===== src/sv/msort_pkg.sv =====
// ----------------------------------------------------------------------------
// msort_pkg
// Shared constants and controller/datapath types for the merge sorter.
// ----------------------------------------------------------------------------
package msort_pkg;

   localparam int DATA_W        = 32;
   localparam int MAX_ITEMS_DEF = 64;

   typedef enum logic [2:0] {
      ST_IDLE,
      ST_PREP,
      ST_GAP,
      ST_MERGE,
      ST_OUT
   } state_type;

   typedef struct packed {
      logic load;
      logic prep;
      logic merge;
      logic out_step;
   } cmd_type;

   typedef struct packed {
      logic pass_end;
      logic sorted;
      logic out_room;
      logic out_last;
   } status_type;

endpackage


===== src/sv/msort_ctrl.sv =====
// ----------------------------------------------------------------------------
// msort_ctrl
// Sequencer for the merge sorter: load, merge passes, then output burst.
// ----------------------------------------------------------------------------
module msort_ctrl import msort_pkg::*; (
   input  logic       clock,
   input  logic       reset,
   input  logic       req_valid,
   input  logic       req_is_last,
   output logic       req_stall,
   input  status_type status,
   output cmd_type    cmd
);

   state_type state_ff;
   state_type state_in;

   always_ff @(posedge clock) begin
      if (reset) begin
         state_ff <= ST_IDLE;
      end else begin
         state_ff <= state_in;
      end
   end

   always_comb begin
      state_in  = state_ff;
      cmd       = '0;
      req_stall = 1'b1;
      case (state_ff)
         ST_IDLE: begin
            req_stall = 1'b0;
            if (req_valid) begin
               cmd.load = 1'b1;
               if (req_is_last) begin
                  state_in = ST_PREP;
               end
            end
         end
         ST_PREP: begin
            cmd.prep = 1'b1;
            state_in = ST_GAP;
         end
         // gap state: lets the read registers pick up the new pass start
         ST_GAP: begin
            state_in = status.sorted ? ST_OUT : ST_MERGE;
         end
         ST_MERGE: begin
            cmd.merge = 1'b1;
            if (status.pass_end) begin
               state_in = ST_GAP;
            end
         end
         ST_OUT: begin
            if (status.out_room) begin
               cmd.out_step = 1'b1;
               if (status.out_last) begin
                  state_in = ST_IDLE;
               end
            end
         end
         default: begin
            state_in = ST_IDLE;
         end
      endcase
   end

endmodule


===== config.mk =====
export PLATFORM = sky130hd
export DESIGN_NAME = msort_ctrl
export DESIGN_NICKNAME = d
export VERILOG_FILES = /design/src/sv/msort_pkg.sv /design/src/sv/msort_ctrl.sv
export SDC_FILE = /design/constraint.sdc
export NUM_CORES = 1
export LEC_CHECK = 0
export BUFFER_PORTS_ARGS = -buffer_cell sky130_fd_sc_hd__buf_2
export CELL_PAD_IN_SITES_DETAIL_PLACEMENT = 0
export CELL_PAD_IN_SITES_GLOBAL_PLACEMENT = 1
export CORE_AREA = 2 2 39 41
export CTS_BUF_LIST = sky130_fd_sc_hd__clkbuf_16
export CTS_CLUSTER_SIZE = 20
export DETAILED_ROUTE_END_ITERATION = 6
export DIE_AREA = 0 0 41 43
export PLACE_DENSITY_LB_ADDON = 0.1
export SLEW_MARGIN = 20
export SYNTH_ARGS = -nofsm -noshare
export SYNTH_HDL_FRONTEND = slang
export SYNTH_SLANG_ARGS = --single-unit

===== constraint.sdc =====
create_clock -name clock -period 1.3 [get_ports clock]
set_clock_uncertainty 0.15 [all_clocks]
set_input_delay 0.13 -clock clock [delete_from_list [all_inputs] [get_ports clock]]
set_output_delay 0.13 -clock clock [all_outputs]
set_load 0.02 [all_outputs]

==> summary by stage <==
Power
For this design the ratio of total power to cell area is 1640 nW/um^2. Power comes to 664 uW. In this run the static leakage power is 0.192 nW.

The worst-case IR drop observed on VDD is 0.609 mV.

Floorplan
The die is roughly 43 um tall. Measured along the x axis, the die boundary spans 41 um. The initial utilization of the core area, before any placement, comes to 0.129. The placement row count is 14. 13 I/O pins were placed.

The die covers around 1800 sq um. The core footprint is 1380 sq um.

Global route
The initial antenna violation count is 0. The number of global-route vias before repair is around 210. Summed over all layers, the global routing overflow is 0. Entering global routing, the biggest net connects 9 pins. The first-pass GRT wire length is a little under 800 um.

For this run, the total global-route usage over all layers was measured as 0.0733.

Yosys
Counting every net in the synthesized netlist gives 28. The largest total area in the synthesized netlist belongs to dfxtp_1. The average cell area after synthesis is a little under 9 sq um. The area fraction of the dominant cell type after synthesis is 0.336. Of the synthesized area, sequential elements account for 0.336.

Synthesis inferred 3 register bits. The count of mapped cells out of synthesis is 20. In this run, distinct cell masters in the synthesized netlist total 15. The post-synthesis cell area is 179 sq um.

Yosys attributes the largest share of cell area to dfxtp_1 (34%), nand3b_1 (8.4%), and4bb_2 (7.0%). The count of synthesis-stage warnings from yosys is 0.

Worst setup path
The capturing element type of the critical path is an output pin. The critical-path maximum fanout is 2. STA classifies the critical path startpoint as a register. STA puts the critical path data required time at 1.02 ns. The critical path in this run is classified as reg2out.

The worst path arrival time is 1.12 ns.

Timing
The number of slew-limit violations in the final report is 0. The worst pin sits at a relative slew slack of 0.860. The maximum achievable frequency is 714 MHz. In the post-route analysis, the smallest setup slack over all paths is -0.101 ns. Hold is met by 0.0656 ns. The setup TNS is -0.245 ns. The final worst-path cycle share is 1.08.

Setup violations remaining at the end of the flow were counted as 4. The shortest period the worst path allows is 1.40 ns. Setup repair after global routing could not meet its margin everywhere. The count of final hold-check violations is 0. The worst-margin pin slew is approximately 0.21 ns.

Drt
The wire length after detailed routing is 521 um. The detail-routed via count per cell is 3.88. The number of DRC markers in iteration 0 is 3. For this block, the via count after detailed routing is 217.

The total iterations of the first detailed-routing run is 3. The number of nets with antenna violations after detailed routing is 0. The mean routed wirelength per cell is 9.30 um. The number of DRC violations after detailed routing is 0.

Placement
Summing all placed instances gives a cell area of 282 sq um. The routability-driven placement congestion ratio is 0.690. In this run the tool buffered the top-level ports with 12 buffer cells. Detailed placement ended at an HPWL of 392 um.

Final layout
The register bank with the most flops is state_ff. Summing all flip-flop and latch instances after layout gives ~64 sq um. In the final design database the tool counted between 40 and 50 nets. The number of diodes added for antenna fixing is 0. The largest registers in the layout are state_ff (3).

Of the cells placed in the final design, the portion with a size suffix greater than 1 is 0.650. In the layout the commonest cells are buf_2 (8), buf_4 (4). The register with the most flip-flops in the layout has 3 of them. The area added between synthesis and finish is 127%. The area of the multi-input gates is 121 sq um. The number of filler instances in the final layout is 153. The most common cell after layout, fill and taps aside is buf_2. The finished cells cover 405 sq um.

Min path
The type of the tightest min-delay check is in2reg.

Clock network
The buffer cell driving the clock tree root is clkbuf_16. The clock slew seen by the registers of the worst setup and hold paths is about 0.030 ns. The CTS H-tree depth is 1. The number of clock sinks is 3. The number of buffers inserted during clock tree synthesis is 3. The clock reaches the later pin of the worst-skew pair after 0.22 ns. The clock passes through at most 2 buffers. The CTS tree is done.

In this run the post-CTS setup repair buffer count came out at 0.

Outcome
The run finished, with violations left. The checks that failed: setup timing.

Job
The max-cap violation count is 0.
-- critical path, stage by stage, from the launching register on --
cell     delay [ns]
dfxtp_2        0.30
or3_4          0.39
nor2_4         0.09
buf_6          0.11
-- cell type report --
cell class                 count  share of cell area
inverter                       2              0.0185
tap                           16              0.0494
clock inverter                 1             0.00926
sequential                     3               0.157
timing repair buffer          16               0.281
clock buffer                   3               0.185
multi-input combinational     15               0.299
-- cells in the mapped netlist (all sizes together) --
| cell | instances |
|---|---|
| nor3b | 1 |
| a32oi | 1 |
| dfxtp | 3 |
| nand2 | 1 |
| and3b | 1 |
| nand3b | 2 |
| nor2 | 2 |
| mux2i | 1 |
| or3 | 1 |
| a21oi | 1 |
| inv | 2 |
| and4bb | 1 |
| nor3 | 2 |
| a211oi | 1 |
-- per-stage QoR --
stage	cells	util	setup slack (ns)
final	56	0.293	-0.101
after global routing	56	0.293	-0.137
after CTS	56	0.292	-0.105
after detailed placement	51	0.203	0.107
after global placement	51	0.203	0.106
after floorplan	20	-	0.0238
-- kinds of logic after synthesis --
kind of cell | count (synthesis) | synth area share
flops | 3 | 0.336
mux | 1 | 0.0559
compound gates | 3 | 0.119
simple gates | 11 | 0.448
buf+inv | 2 | 0.0420
-- per-layer routing --
layer  share of wire  vias to the layer above  wire length (um)  global-route usage
met2            0.46                        9               241              0.0969
met5               0                        -                 0                   0
met1            0.42                       93               221              0.0675
met3           0.069                        2                36              0.0314
li1                -                      113                 -                   -
met4           0.040                        0                21               0.100
-- final timing paths --
check | from | endpoint | slack (ns) | cells past startpoint
setup / recovery | state_ff[1] | cmd[3] | -0.10 | 3
hold / removal | status[0] | state_ff[2] | 0.07 | 4
setup reg to reg | state_ff[2] | state_ff[2] | 0.21 | 3
hold reg to reg | state_ff[0] | state_ff[2] | 0.32 | 1
-- timing repair --
action	CTS	global route
endpoints found under the setup margin	5	5
hold buffers	1	0
resized for setup	11	1
pin swaps	0	1
hold endpoints to repair	3	0
-- report_power, final --
| part | leakage [nW] | switching, mW | internal, mW |
|---|---|---|---|
| clock | 0.0423 | 0.0865 | 0.397 |
| combinational | 0.123 | 0.0369 | 0.0422 |
| sequential | 0.0258 | 0.00374 | 0.0977 |
No activity file was read; power rests on OpenSTA's default activity.
